## src/hdl/mexp_pkg.sv

```systemverilog
`default_nettype none

package mexp_pkg;

    // Sequencer states, one-hot.
    typedef enum logic [5:0] {
        ST_IDLE = 6'b000001,
        ST_PRE  = 6'b000010,
        ST_STEP = 6'b000100,
        ST_MUL  = 6'b001000,
        ST_SQR  = 6'b010000,
        ST_DONE = 6'b100000
    } seq_state_t;

    // Kind of modular product that last ran through the cell row.
    typedef enum logic [1:0] {
        KIND_PRE = 2'd0,
        KIND_MUL = 2'd1,
        KIND_SQR = 2'd2
    } mul_kind_t;

    // Register indexes on the configuration port.
    localparam logic CFG_MODULUS  = 1'b0;
    localparam logic CFG_EXPONENT = 1'b1;

    localparam int unsigned CFG_WIDTH = 32;

    // Control broadcast from the sequencer to every cell of the row.
    typedef struct packed {
        logic clear;   // hold the partial remainder at zero
        logic phase;   // 0: double the remainder, 1: add the operand
        logic sub;     // take the reduced value (subtract the modulus)
    } cell_ctl_t;

endpackage

`default_nettype wire

```

## src/hdl/mexp_cell.sv

```systemverilog
`default_nettype none

// One bit slice of the partial remainder of the interleaved modular multiplier.
module mexp_cell
    import mexp_pkg::*;
(
    input  wire logic      aclk,
    input  wire cell_ctl_t ctl,
    input  wire logic      r_low,
    input  wire logic      add_bit,
    input  wire logic      m_bit,
    input  wire logic      c_in,
    input  wire logic      bw_in,
    output logic           r_q,
    output logic           c_out,
    output logic           bw_out
);

    logic r_reg;
    logic r_next;
    logic x_q;
    logic y_bit;

    // Doubling takes the neighbor's bit; adding ripples a carry along the row.
    always_comb begin
        if (ctl.phase) begin
            x_q   = r_reg ^ add_bit ^ c_in;
            c_out = (r_reg & add_bit) | (r_reg & c_in) | (add_bit & c_in);
        end else begin
            x_q   = r_low;
            c_out = 1'b0;
        end
    end

    // Trial subtraction of the modulus bit with a ripple borrow.
    assign y_bit  = x_q ^ m_bit ^ bw_in;
    assign bw_out = (~x_q & m_bit) | (~(x_q ^ m_bit) & bw_in);

    always_comb begin
        if (ctl.clear) begin
            r_next = 1'b0;
        end else if (ctl.sub) begin
            r_next = y_bit;
        end else begin
            r_next = x_q;
        end
    end

    always_ff @(posedge aclk) begin
        r_reg <= r_next;
    end

    assign r_q = r_reg;

endmodule

`default_nettype wire

```

## src/hdl/modular_exponentiation.sv

```systemverilog
`default_nettype none

// Channel   Ports                                   Beat
// -------   -------------------------------------   -----------------------------
// input     s_valid s_ready s_base_value s_final_item   one value to exponentiate
// result    m_valid m_ready m_power_result m_final_result one reduced power
// config    cfg_we cfg_index cfg_wdata              one register write, no wait
//
// One value is worked at a time. Each modular product runs through the row of bit
// cells, one doubling and one addition per bit of the first operand, then through the
// step state; a value needs one reduction product and up to 2*WORD_BITS-2 further
// products. Reset is synchronous, active low, and needs no clearing pass. A new value
// is accepted while the previous result still waits in the output register; the block
// stalls only when a second result is ready.
module modular_exponentiation
    import mexp_pkg::*;
#(
    parameter int unsigned WORD_BITS = 32
) (
    input  wire logic                 aclk,
    input  wire logic                 aresetn,
    input  wire logic                 s_valid,
    output logic                      s_ready,
    input  wire logic [31:0]          s_base_value,
    input  wire logic                 s_final_item,
    output logic                      m_valid,
    input  wire logic                 m_ready,
    output logic [31:0]               m_power_result,
    output logic                      m_final_result,
    input  wire logic                 cfg_we,
    input  wire logic                 cfg_index,
    input  wire logic [CFG_WIDTH-1:0] cfg_wdata
);

    localparam int unsigned STEPS = 2 * WORD_BITS;
    localparam int unsigned CNT_W = $clog2(STEPS);
    localparam logic [CNT_W-1:0] CNT_LAST = CNT_W'(STEPS - 1);

    // Configuration registers.
    logic [31:0] mod_cfg_reg;
    logic [31:0] expo_cfg_reg;

    always_ff @(posedge aclk) begin
        if (!aresetn) begin
            mod_cfg_reg  <= 32'd2;
            expo_cfg_reg <= 32'd1;
        end else if (cfg_we) begin
            case (cfg_index)
                CFG_MODULUS:  mod_cfg_reg  <= cfg_wdata;
                CFG_EXPONENT: expo_cfg_reg <= cfg_wdata;
                default:      ;
            endcase
        end
    end

    logic [WORD_BITS-1:0] mod_w;
    logic                 mod_nz;
    assign mod_w  = mod_cfg_reg[WORD_BITS-1:0];
    assign mod_nz = |mod_w;

    // Sequencer and operand registers.
    seq_state_t           state_reg, state_next;
    mul_kind_t            kind_reg, kind_next;
    logic [CNT_W-1:0]     cnt_reg, cnt_next;
    logic [WORD_BITS-1:0] exp_reg, exp_next;
    logic [WORD_BITS-1:0] acc_reg, acc_next;
    logic                 acc_one_reg, acc_one_next;
    logic [WORD_BITS-1:0] sq_reg, sq_next;
    logic [WORD_BITS-1:0] a_reg, a_next;
    logic [WORD_BITS-1:0] b_reg, b_next;
    logic                 fin_reg, fin_next;
    logic                 m_valid_reg, m_valid_next;
    logic [31:0]          m_power_reg, m_power_next;
    logic                 m_fin_reg, m_fin_next;

    // Row of bit cells.
    cell_ctl_t            ctl;
    logic [WORD_BITS-1:0] r_vec;
    logic [WORD_BITS-1:0] c_vec;
    logic [WORD_BITS-1:0] bw_vec;
    logic                 running;
    logic                 x_top;

    assign running = (state_reg == ST_PRE) || (state_reg == ST_MUL) || (state_reg == ST_SQR);
    assign x_top   = cnt_reg[0] ? c_vec[WORD_BITS-1] : r_vec[WORD_BITS-1];

    always_comb begin
        ctl.clear = !running;
        ctl.phase = cnt_reg[0];
        ctl.sub   = mod_nz && (x_top || !bw_vec[WORD_BITS-1]);
    end

    genvar gi;
    generate
        for (gi = 0; gi < WORD_BITS; gi++) begin : g_cell
            logic r_low;
            logic c_in;
            logic bw_in;
            if (gi == 0) begin : g_first
                assign r_low = 1'b0;
                assign c_in  = 1'b0;
                assign bw_in = 1'b0;
            end else begin : g_rest
                assign r_low = r_vec[gi-1];
                assign c_in  = c_vec[gi-1];
                assign bw_in = bw_vec[gi-1];
            end
            mexp_cell u_cell (
                .aclk    (aclk),
                .ctl     (ctl),
                .r_low   (r_low),
                .add_bit (b_reg[gi] & a_reg[WORD_BITS-1]),
                .m_bit   (mod_w[gi]),
                .c_in    (c_in),
                .bw_in   (bw_in),
                .r_q     (r_vec[gi]),
                .c_out   (c_vec[gi]),
                .bw_out  (bw_vec[gi])
            );
        end
    endgenerate

    assign s_ready = (state_reg == ST_IDLE);

    // Square-and-multiply sequencing over the exponent, lowest bit first.
    always_comb begin
        logic                 need_mul;
        logic [WORD_BITS-1:0] nsq;
        logic [WORD_BITS-1:0] nacc;
        logic                 nacc_one;
        logic [WORD_BITS-1:0] nexp;

        state_next   = state_reg;
        kind_next    = kind_reg;
        cnt_next     = cnt_reg;
        exp_next     = exp_reg;
        acc_next     = acc_reg;
        acc_one_next = acc_one_reg;
        sq_next      = sq_reg;
        a_next       = a_reg;
        b_next       = b_reg;
        fin_next     = fin_reg;
        m_valid_next = m_valid_reg;
        m_power_next = m_power_reg;
        m_fin_next   = m_fin_reg;

        need_mul = 1'b0;
        nsq      = sq_reg;
        nacc     = acc_reg;
        nacc_one = acc_one_reg;
        nexp     = exp_reg;

        if (m_valid_reg && m_ready) begin
            m_valid_next = 1'b0;
        end

        case (state_reg)
            ST_IDLE: begin
                if (s_valid) begin
                    a_next       = s_base_value[WORD_BITS-1:0];
                    b_next       = WORD_BITS'(1);
                    exp_next     = expo_cfg_reg[WORD_BITS-1:0];
                    fin_next     = s_final_item;
                    acc_one_next = 1'b1;
                    kind_next    = KIND_PRE;
                    cnt_next     = '0;
                    state_next   = ST_PRE;
                end
            end
            ST_PRE, ST_MUL, ST_SQR: begin
                cnt_next = cnt_reg + 1'b1;
                if (cnt_reg[0]) begin
                    a_next = {a_reg[WORD_BITS-2:0], 1'b0};
                end
                if (cnt_reg == CNT_LAST) begin
                    cnt_next   = '0;
                    state_next = ST_STEP;
                end
            end
            ST_STEP: begin
                case (kind_reg)
                    KIND_MUL: begin
                        nacc     = r_vec;
                        nacc_one = 1'b0;
                    end
                    KIND_SQR: begin
                        nsq  = r_vec;
                        nexp = {1'b0, exp_reg[WORD_BITS-1:1]};
                    end
                    default: begin
                        nsq = r_vec;
                    end
                endcase
                need_mul = (kind_reg != KIND_MUL) && nexp[0];
                if (need_mul && nacc_one) begin
                    nacc     = nsq;
                    nacc_one = 1'b0;
                    need_mul = 1'b0;
                end
                sq_next      = nsq;
                acc_next     = nacc;
                acc_one_next = nacc_one;
                exp_next     = nexp;
                if (need_mul) begin
                    a_next     = nacc;
                    b_next     = nsq;
                    kind_next  = KIND_MUL;
                    state_next = ST_MUL;
                end else if (nexp[WORD_BITS-1:1] == '0) begin
                    state_next = ST_DONE;
                end else begin
                    a_next     = nsq;
                    b_next     = nsq;
                    kind_next  = KIND_SQR;
                    state_next = ST_SQR;
                end
            end
            ST_DONE: begin
                if (!m_valid_reg || m_ready) begin
                    m_valid_next = 1'b1;
                    m_power_next = acc_one_reg ? 32'd1 : 32'(acc_reg);
                    m_fin_next   = fin_reg;
                    state_next   = ST_IDLE;
                end
            end
            default: begin
                state_next = ST_IDLE;
            end
        endcase
    end

    always_ff @(posedge aclk) begin
        if (!aresetn) begin
            state_reg   <= ST_IDLE;
            cnt_reg     <= '0;
            m_valid_reg <= 1'b0;
        end else begin
            state_reg   <= state_next;
            cnt_reg     <= cnt_next;
            m_valid_reg <= m_valid_next;
        end
    end

    always_ff @(posedge aclk) begin
        kind_reg    <= kind_next;
        exp_reg     <= exp_next;
        acc_reg     <= acc_next;
        acc_one_reg <= acc_one_next;
        sq_reg      <= sq_next;
        a_reg       <= a_next;
        b_reg       <= b_next;
        fin_reg     <= fin_next;
        m_power_reg <= m_power_next;
        m_fin_reg   <= m_fin_next;
    end

    assign m_valid        = m_valid_reg;
    assign m_power_result = m_power_reg;
    assign m_final_result = m_fin_reg;

    // A finished product is fully reduced whenever the modulus is nonzero.
    a_reduced: assert property (@(posedge aclk) disable iff (!aresetn)
        (state_reg == ST_STEP && mod_nz) |-> (r_vec < mod_w))
        else $error("product not reduced below the modulus");

    // An accepted beat starts the reduction product from a cleared row.
    a_start: assert property (@(posedge aclk) disable iff (!aresetn)
        (s_valid && s_ready) |=> (state_reg == ST_PRE && cnt_reg == '0 && r_vec == '0))
        else $error("accepted beat did not start a cleared product");

    // The step cycle always sits on a product boundary.
    a_step_cnt: assert property (@(posedge aclk) disable iff (!aresetn)
        (state_reg == ST_STEP) |-> (cnt_reg == '0))
        else $error("step cycle off a product boundary");

    // A result in the done state is delivered once the output register frees up.
    a_deliver: assert property (@(posedge aclk) disable iff (!aresetn)
        (state_reg == ST_DONE && !m_valid_reg) |=> (m_valid_reg && state_reg == ST_IDLE))
        else $error("finished result not moved to the output register");

endmodule

`default_nettype wire
```

## config.mk

```make
export PLATFORM = sky130hd
export DESIGN_NAME = modular_exponentiation
export DESIGN_NICKNAME = d
export VERILOG_FILES = /design/src/hdl/mexp_pkg.sv /design/src/hdl/mexp_cell.sv /design/src/hdl/modular_exponentiation.sv
export SDC_FILE = /design/constraint.sdc
export NUM_CORES = 1
export LEC_CHECK = 0
export BUFFER_PORTS_ARGS = -buffer_cell sky130_fd_sc_hd__buf_4
export CAP_MARGIN = 40
export CORE_AREA = 2 2 160 162
export DETAILED_ROUTE_END_ITERATION = 8
export DIE_AREA = 0 0 162 164
export PLACE_DENSITY_LB_ADDON = 0.05
export SYNTH_ARGS = -nofsm -noshare
export SYNTH_HDL_FRONTEND = slang
export SYNTH_SLANG_ARGS = --single-unit
```

## constraint.sdc

```tcl
create_clock -name aclk -period 19.55 [get_ports aclk]
set_input_delay 0 -clock aclk [delete_from_list [all_inputs] [get_ports aclk]]
set_output_delay 0 -clock aclk [all_outputs]
set_load 0.01 [all_outputs]
```

Yosys cells after proc, flatten, opt, wreduce, memory -nomap -nowiden
Cells that the tools add are included.
W data, S select, Z words.
{"block": "word_totals", "regBits": 306, "wordCells": 694, "out_inout_bits": 35}
{"block": "op_classes", "muxes": 134, "reduce_logical": 25, "n_addsub": 1, "bitwise_logic": 472, "eq_ne": 15}
{"op": "$mux W32", "count": 12}
{"op": "$and A1 B1 Y1", "count": 189}
{"op": "$pmux W32 S2", "count": 2}
{"op": "$xor A1 B1 Y1", "count": 126}
{"op": "$mux W1", "count": 105}
{"op": "$pmux W32 S3", "count": 1}
{"op": "$or A1 B1 Y1", "count": 93}
{"op": "$not A1 Y1", "count": 64}
{"op": "$mux W6", "count": 7}
{"op": "$reduce_or A32 Y1", "count": 1}
{"op": "$logic_not A31 Y1", "count": 1}
{"op": "$pmux W6 S4", "count": 1}
{"op": "$eq A6 B6 Y1 const B", "count": 2}
{"op": "$pmux W6 S2", "count": 1}
{"op": "$reduce_and A2 Y1", "count": 6}
{"op": "$ne A2 B2 Y1 const B", "count": 4}
{"op": "$add A6 B1 Y6 const B", "count": 1}
{"op": "$eq A6 B1 Y1 const B", "count": 1}
{"op": "$eq A6 B2 Y1 const B", "count": 1}
{"op": "$eq A6 B3 Y1 const B", "count": 1}
{"op": "$eq A6 B4 Y1 const B", "count": 1}
{"op": "$eq A6 B5 Y1 const B", "count": 1}
{"op": "$mux W2", "count": 3}
{"op": "$reduce_and A3 Y1", "count": 2}
{"op": "13 further kinds", "count": 21}

Longest topological paths before layout
Gate-level depths: netlist (run 1).
{"block": "depth", "ltp_word": 133, "ltp_mapped": 71}

By module
A second synthesis (run 1) with hierarchy kept.
{"block": "unflattened", "hier_cells": 1581, "hier_area_um2": 15851.5}
{"mod": "modular_exponentiation", "cells_each": 1101, "n_inst": 1, "area_each_um2": 12005.3}
{"mod": "mexp_cell at g_cell[0].u_cell ...", "cells_each": 16, "n_inst": 22, "area_each_um2": 123.9}
{"mod": "mexp_cell at g_cell[2].u_cell ...", "cells_each": 13, "n_inst": 8, "area_each_um2": 111.4}
{"mod": "mexp_cell at g_cell[7].u_cell ...", "cells_each": 12, "n_inst": 2, "area_each_um2": 115.1}

Worst setup path after synthesis (run 1)
No wires, ideal clock.
{"block": "synth_path", "path_kind": "register to register", "from": "register cnt_reg[0]", "to": "register g_cell[13].u_cell.r_reg", "t_arrival_ps": 18010, "path_slack_ps": 1475, "stages_incl_launch_ff": 72, "setup_ps": 65, "n_path_buf": 4, "cell_sequence": "dfxtp_1 > buf_2 > buf_1 > clkbuf_1 > nand2_1 > fa_1 > nand2b_1 > fa_1 > nand2b_1 > fa_1 > nor2b_1 > fa_1 > and2_1 > fa_1 > and2_1 > fa_1 > and2_1 > fa_1 > (+36 left out) > and2_1 > fa_1 > and2_1 > fa_1 > and2_1 > fa_1 > and2_1 > fa_1 > and2_1 > fa_1 > and2_1 > fa_1 > mux2i_1 > fa_1 > a2bb2oi_1 > buf_2 > mux2_2 > nor2_1"}
{"block": "synth_via", "elab_chain_cells": 131, "elab_cells_between_ends": 412}
{"element": "from (decl)", "line_no": "modular_exponentiation.sv:64", "rtl": "logic [CNT_W-1:0] cnt_reg, cnt_next;"}
{"element": "from (signal assigned)", "line_no": "modular_exponentiation.sv:239", "rtl": "cnt_reg <= cnt_next;"}
{"element": "$mux W1", "line_no": "mexp_cell.sv:26", "rtl": "if (ctl.phase) begin"}
{"element": "$and A1 B1 Y1", "line_no": "mexp_cell.sv:28", "rtl": "c_out = (r_reg & add_bit) | (r_reg & c_in) | (add_bit & c_in);"}
{"element": "$or A1 B1 Y1 (2 in a row)", "line_no": "mexp_cell.sv:28"}
{"element": "$mux W1", "line_no": "mexp_cell.sv:26"}
{"element": "$and A1 B1 Y1", "line_no": "mexp_cell.sv:28"}
{"element": "$or A1 B1 Y1 (2 in a row)", "line_no": "mexp_cell.sv:28"}
{"element": "$mux W1", "line_no": "mexp_cell.sv:26"}
{"element": "$and A1 B1 Y1", "line_no": "mexp_cell.sv:28"}
{"element": "(+113 left out)"}
{"element": "$xor A1 B1 Y1", "line_no": "mexp_cell.sv:37", "rtl": "assign bw_out = (~x_q & m_bit) | (~(x_q ^ m_bit) & bw_in);"}
{"element": "$not A1 Y1", "line_no": "mexp_cell.sv:37"}
{"element": "$and A1 B1 Y1", "line_no": "mexp_cell.sv:37"}
{"element": "$or A1 B1 Y1", "line_no": "mexp_cell.sv:37"}
{"element": "$logic_not A1 Y1", "line_no": "modular_exponentiation.sv:90", "rtl": "ctl.sub = mod_nz && (x_top || !bw_vec[WORD_BITS-1]);"}
{"element": "$logic_or A1 B1 Y1", "line_no": "modular_exponentiation.sv:90"}
{"element": "$logic_and A1 B1 Y1", "line_no": "modular_exponentiation.sv:90"}
{"element": "$mux W1 *", "line_no": "mexp_cell.sv:42", "rtl": "end else if (ctl.sub) begin"}
{"element": "to (signal assigned)", "line_no": "mexp_cell.sv:50", "rtl": "r_reg <= r_next;"}
{"element": "to (decl)", "line_no": "mexp_cell.sv:19", "rtl": "logic r_reg;"}
Mark *: on every way between the ends. The rest lies on a longest branch, timed or not.
A chain may end at the register's enable or synchronous reset.

Final worst setup path (run 1)
{"block": "layout_path", "from": "register a_reg[31]", "to": "register g_cell[12].u_cell.r_reg"}
{"block": "layout_via", "elab_chain_cells": 133, "elab_cells_between_ends": 508}
{"element": "from (decl)", "line_no": "modular_exponentiation.sv:69", "rtl": "logic [WORD_BITS-1:0] a_reg, a_next;"}
{"element": "from (signal assigned)", "line_no": "modular_exponentiation.sv:250", "rtl": "a_reg <= a_next;"}
{"element": "$and A1 B1 Y1", "line_no": "modular_exponentiation.sv:112", "rtl": ".add_bit (b_reg[gi] & a_reg[WORD_BITS-1]),"}
{"element": "$and A1 B1 Y1", "line_no": "mexp_cell.sv:28"}
{"element": "$mux W1", "line_no": "mexp_cell.sv:26"}
{"element": "$and A1 B1 Y1", "line_no": "mexp_cell.sv:28"}
{"element": "$or A1 B1 Y1 (2 in a row)", "line_no": "mexp_cell.sv:28"}
{"element": "$mux W1", "line_no": "mexp_cell.sv:26"}
{"element": "$and A1 B1 Y1", "line_no": "mexp_cell.sv:28"}
{"element": "$or A1 B1 Y1 (2 in a row)", "line_no": "mexp_cell.sv:28"}
{"element": "(+115 left out)"}
{"element": "$xor A1 B1 Y1", "line_no": "mexp_cell.sv:37"}
{"element": "$not A1 Y1", "line_no": "mexp_cell.sv:37"}
{"element": "$and A1 B1 Y1", "line_no": "mexp_cell.sv:37"}
{"element": "$or A1 B1 Y1", "line_no": "mexp_cell.sv:37"}
{"element": "$logic_not A1 Y1", "line_no": "modular_exponentiation.sv:90"}
{"element": "$logic_or A1 B1 Y1", "line_no": "modular_exponentiation.sv:90"}
{"element": "$logic_and A1 B1 Y1", "line_no": "modular_exponentiation.sv:90"}
{"element": "$mux W1 *", "line_no": "mexp_cell.sv:42"}
{"element": "to (signal assigned)", "line_no": "mexp_cell.sv:50"}
{"element": "to (decl)", "line_no": "mexp_cell.sv:19"}
Marks and branches as above.

==> flow_metrics.tcl, run 1 <==
set metrics [dict create \
    yosys_warnings 0 \
    finalHoldViolCount 0 \
    cp_common_cell "fa_1" \
    synth_commonest_cells "nand2_1 (212), edfxtp_1 (197), nor2_1 (120), dfxtp_1 (109), and2_1 (75)" \
    start_kind "register" \
    vias 10300 \
    wl_met1_um 15400 \
    die_y_um 164 \
    cts_sinks 306 \
    status "complete, no violations" \
    grt_max_degree 79 \
    powerDensity_nw_per_um2 91.3 \
    initial_core_util_pct 60.2 \
    drt_first_pass_iters 5 \
    clkTransAtPathRegs_ns 0.06 \
    slowest_delay_ns 0.50 \
    n_antenna_cell 0 \
    drt-initial-drc-count 730 \
    min_period_ns 18.58 \
    yosysMostFrequentCell "nand2_1" \
    crit_arrival_ns 19.02 \
    cts_setup_buffers 0 \
    viasPerCell 5.75 \
    antenna_found_initial 0 \
    die-area_um2 26600 \
    grt_overflow 0 \
    first_global_vias 10200 \
    synth_edf_count 197 \
    worstMarginPinSlew_ns 0.805 \
    drc 0 \
    peakVddDrop_mv 0.0690 \
    finalClockSkew_ns 0.0151 \
    highest_layer "met4" \
    cts_buffers 34 \
    met3_wirelength_um 2170 \
    routedWlPerCell_um 19.2 \
    final_nets 1578 \
    syn_inst 1297 \
    maxCapViolations 0 \
    syn_area_um2 14900 \
    io_buffer_count 105 \
    root_buffer "clkbuf_16" \
    critPathKind "reg2reg" \
    endpoint_kind "register" \
    route.met2.wl_um 16000 \
    yosys_most_used_dff "edfxtp_1" \
    fin_tns_setup_ns 0 \
    critPathRequiredTime_ns 19.99 \
    wl_um 34500 \
    period_share_pct 95.1 \
    slew-limit-headroom_pct 46.3 \
    ys_ff_latch 306 \
    hold_class "in2reg" \
    cts_tree "done" \
    yosysTopAreaCellShare_pct 39.6 \
    cts.path.max_buffers 3 \
    num_io_pins 106 \
    p_leak_nw 6.60 \
    grt_pass1_wl_um 55200 \
    critPathMaxFanout 32 \
    critPathSlowestCell "fa_1" \
    grt_usage_pct 26.7 \
    die_w_um 162 \
    synthArstFlopShare_pct 0 \
    rsz0062_at_grt "no" \
    yosys-top-cells-area "edfxtp_1 (40%), dfxtp_1 (15%), fa_1 (8.3%), mux2_2 (5.5%), nand2_1 (5.3%)" \
    fmax_mhz 53.8 \
    drive_gt1_share_pct 18.1 \
    synth_nets 1433 \
    gp_congestion 0.833 \
    cts_max_level 2 \
    dpl.hpwl_um 21900 \
    yosysUniqueCellTypes 50 \
    synth_top_area_cell "edfxtp_1" \
    clk_latency_ns 0.51 \
    fp.coreArea_um2 24800 \
    setup_violations 0 \
    fp-row-count 58 \
    ant_nets 0 \
    syn_avg_cell_area_um2 11.5 \
    finalMaxSlewViolations 0 \
    syn_to_final_growth_pct 18.9 \
    power_mw 1.62 \
    synth_seq_area_share_pct 54.2 \
]
-- routing by layer --
| metal | vias up | global-route usage (%) |
|---|---|---|
| met5 | - | 0 |
| met4 | 0 | 7.80 |
| met3 | 56 | 3.94 |
| met2 | 321 | 42.5 |
| met1 | 5118 | 38.6 |
| li1 | 4839 | - |
-- power by group --
| group | internal (mW) | leakage (nW) | switching, mW | total, mW |
|---|---|---|---|---|
| combinational | 0.106 | 3.31 | 0.123 | 0.228 |
| sequential | 0.731 | 2.75 | 0.0220 | 0.753 |
| clock | 0.383 | 0.539 | 0.256 | 0.639 |
-- cells in the final DEF (no fill, tap or decap), types with 37 or more instances in the layout --
| master | instances |
|---|---|
| a21boi_0 | 67 |
| and2_1 | 75 |
| buf_4 | 123 |
| clkbuf_16 | 37 |
| dfxtp_1 | 108 |
| dlygate4sd3_1 | 63 |
| edfxtp_1 | 197 |
| fa_1 | 62 |
| mux2_2 | 73 |
| mux2i_1 | 46 |
| nand2_1 | 212 |
| nor2_1 | 119 |
-- stage by stage --
stage / hold WS (ns) / setup WS [ns] / cell area, µm² / util [%] / std cells
finish: 0.00421 / 0.966 / 17800 / 71.5 / 1796
global route: 0.0441 / 0.0881 / 17800 / 71.5 / 1796
CTS: 0.00171 / 0.730 / 17800 / 71.5 / 1796
detailed placement: 0.181 / 0.820 / 16000 / 64.5 / 1673
global placement: 0.179 / 1.09 / 16000 / 64.3 / 1670
floorplan: 0.0989 / 1.48 / 14900 / - / 1297
-- area by class of cell --
class | count | area (µm²)
clock inverter | 18 | 166
tap | 330 | 413
sequential | 306 | 8100
timing repair buffer | 190 | 1620
inverter | 30 | 118
multi-input combinational | 880 | 6400
clock buffer | 42 | 945
fill | 1796 | 7060
-- logic make-up (layout without fill, tap and decap cells) --
family | Yosys count | count (layout) | share of synthesized area [%]
AOI/OAI and AO/OA | 198 | 198 | 9.88
xor gates and xnor gates | 1 | 1 | 0.0586
adders and majority gates | 65 | 65 | 8.56
buffers and inverters | 111 | 280 | 3.29
DFF | 306 | 306 | 54.2
muxes | 122 | 122 | 8.81
and+or+nand+nor | 494 | 494 | 15.2
-- what timing repair did --
item | 4_1_cts | 5_1_grt
endpoints found under the setup margin | 0 | 1
hold buffers | 63 | 0
gates resized for setup | 0 | 1
endpoints found under the hold margin | 98 | 0
-- path summary, 6_finish.rpt --
check | start | end | slack (ns) | depth (start not counted)
worst max-delay path | a_reg[31] | g_cell[12].u_cell.r_q | 0.97 | 70
worst min-delay path | aresetn | expo_cfg_reg[0] | 0.004 | 2
worst min register to register | fin_reg | m_final_result | 0.43 | 0
worst max register to register | a_reg[31] | g_cell[12].u_cell.r_q | 0.97 | 70
-- critical path, delay by kind of cell (launching register included) --
kind | cells | cell delay [ns]
AO/OA/AOI/OAI | 1 | 0.14
AND/OR/NAND/NOR | 33 | 5.43
multiplexers | 2 | 0.48
flip-flops | 1 | 0.38
buffers and inverters | 1 | 0.33
adder cells (fa/ha/maj) | 33 | 11.76
(Power assumes the default switching activity.)
==> run 2: changes to the inputs <==
- CORE_AREA: 2 2 160 162 -> 2 2 210 212
- DIE_AREA: 0 0 162 164 -> 0 0 212 214
- SLEW_MARGIN: unset -> 30
==> run 2 against run 1 <==
Against the previous run: clock skew barely moved; global-route usage down 9.0 points; setup slack improved by 0.088 ns; total power increased by 2.4%.
==> flow_metrics.tcl, run 2 (synthesis results as in run 1) <==
set metrics [dict create \
    routedWlPerCell_um 19.1 \
    regArea_um2 8100 \
    drive_gt1_share_pct 18.2 \
    gp_congestion 0.738 \
    crit_family "adder cells" \
    rrSetupSlack_ns 1.05 \
    p_leak_nw 6.68 \
    hold_class "in2reg" \
    powerDensity_nw_per_um2 90.8 \
    cts_setup_buffers 0 \
    clkTransAtPathRegs_ns 0.05 \
    drc 0 \
    cts_max_level 2 \
    endpoint_kind "register" \
    cts_buffers 38 \
    min_period_ns 18.50 \
    r2r_end "g_cell[8].u_cell.r_q" \
    path_buf_inv 1 \
    grt_usage_pct 17.7 \
    io_buffer_count 105 \
    antenna_found_initial 0 \
    whs_ns 0.0247 \
    final_cell_mix "nand2_1 (212), edfxtp_1 (197), buf_4 (122), nor2_1 (119), dfxtp_1 (108)" \
    slew-limit-headroom_pct 48.8 \
    drt-initial-drc-count 657 \
    cp_common_cell "fa_1" \
    drt_first_pass_iters 5 \
    root_buffer "clkbuf_16" \
    syn_to_final_growth_pct 22.3 \
    maxCapViolations 0 \
    critPathKind "reg2reg" \
    hold_start "aresetn" \
    critPathMaxFanout 32 \
    fin_tns_setup_ns 0 \
    die_y_um 214 \
    power_mw 1.66 \
    fmax_mhz 54.1 \
    wl_um 39500 \
    clk_latency_ns 0.54 \
    period_share_pct 94.6 \
    rsz0062_at_grt "no" \
    critPathRequiredTime_ns 20.02 \
    cts_sinks 306 \
    grt_pass1_wl_um 61600 \
    finalClockSkew_ns 0.0152 \
    fp.coreArea_um2 42900 \
    die_w_um 212 \
    rr_worst_depth 70 \
    finalMaxSlewViolations 0 \
    grt_overflow 0 \
    grt_max_degree 81 \
    initial_core_util_pct 34.8 \
    num_io_pins 106 \
    final_common_cell "nand2_1" \
    multi_input_area_um2 6420 \
    n_antenna_cell 0 \
    crit_arrival_ns 18.97 \
    finalHoldViolCount 0 \
    status "complete, no violations" \
    first_global_vias 10100 \
    min_to "state_reg[0]" \
    fp-row-count 76 \
    r2r_start "a_reg[31]" \
    nFillCells 4092 \
    min_path_cells 2 \
    slowest_delay_ns 0.51 \
    cts_tree "done" \
    worstMarginPinSlew_ns 0.767 \
    ant_nets 0 \
    die-area_um2 45400 \
    cts.path.max_buffers 3 \
    critPathSlowestCell "fa_1" \
    dpl.hpwl_um 25800 \
    viasPerCell 4.83 \
    final_nets 1590 \
    peakVddDrop_mv 0.0504 \
    setup_violations 0 \
    vias 9977 \
    start_kind "register" \
]
-- run 2: cell count changes in the layout (fill, tap and decap cells not counted), sizes merged --
cell         previous run  this run
dlygate4sd3            63        71
clkinvlp                2         0
clkbuf                 42        54
inv                    31        32
clkinv                 12        10
bufinv                  3         2
-- run 2: layout make-up --
cell class / count / share of cell area, %
well taps: 585 / 4.01
clock buffers: 54 / 5.76
multi-input cells: 880 / 35.1
flip-flops and latches: 306 / 44.3
clock inverters: 14 / 0.671
inverters: 30 / 0.644
repair buffers: 198 / 9.48
-- run 2: how the worst max path moves through the flow --
| stage | cells past startpoint | from | endpoint | slack, ns |
|---|---|---|---|---|
| floorplan | 71 | cnt_reg[0] | g_cell[13].u_cell.r_q | 1.48 |
| global placement | 70 | a_reg[31] | g_cell[8].u_cell.r_q | 1.03 |
| detailed placement | 70 | a_reg[31] | g_cell[8].u_cell.r_q | 0.64 |
| CTS | 70 | a_reg[31] | g_cell[8].u_cell.r_q | 0.86 |
| global route | 70 | a_reg[31] | g_cell[31].u_cell.r_q | 0.06 |
| finish | 70 | a_reg[31] | g_cell[8].u_cell.r_q | 1.05 |
-- run 2: layer usage --
layer  track usage, %  vias up  share of wire (%)
li1                 -     4872                  -
met1             27.3     4876                 52
met2             25.9      186                 43
met3             2.54       43                3.4
met4             4.51        0                1.7
met5                0        -                  0
-- run 2: what timing repair did --
action	CTS	global route
resized for setup	0	0
hold buffers	70	1
endpoints found under the hold margin	105	5
-- run 2: stage by stage --
stage | utilization, % | setup WS, ns | std cells | instance area [µm²]
2_1_floorplan | - | 1.48 | 1297 | 14900
3_3_place_gp | 38.0 | 1.03 | 1924 | 16300
3_5_place_dp | 38.1 | 0.636 | 1926 | 16300
4_1_cts | 42.5 | 0.861 | 2064 | 18200
5_1_grt | 42.6 | 0.0576 | 2067 | 18300
6_report | 42.6 | 1.05 | 2067 | 18300
-- run 2: where the power goes --
group          total (mW)  switching (mW)  leakage, nW  internal [mW]
combinational       0.230           0.123         3.36          0.107
sequential          0.753          0.0221         2.75          0.731
clock               0.676           0.275        0.577          0.401
total                1.66           0.420         6.68           1.24
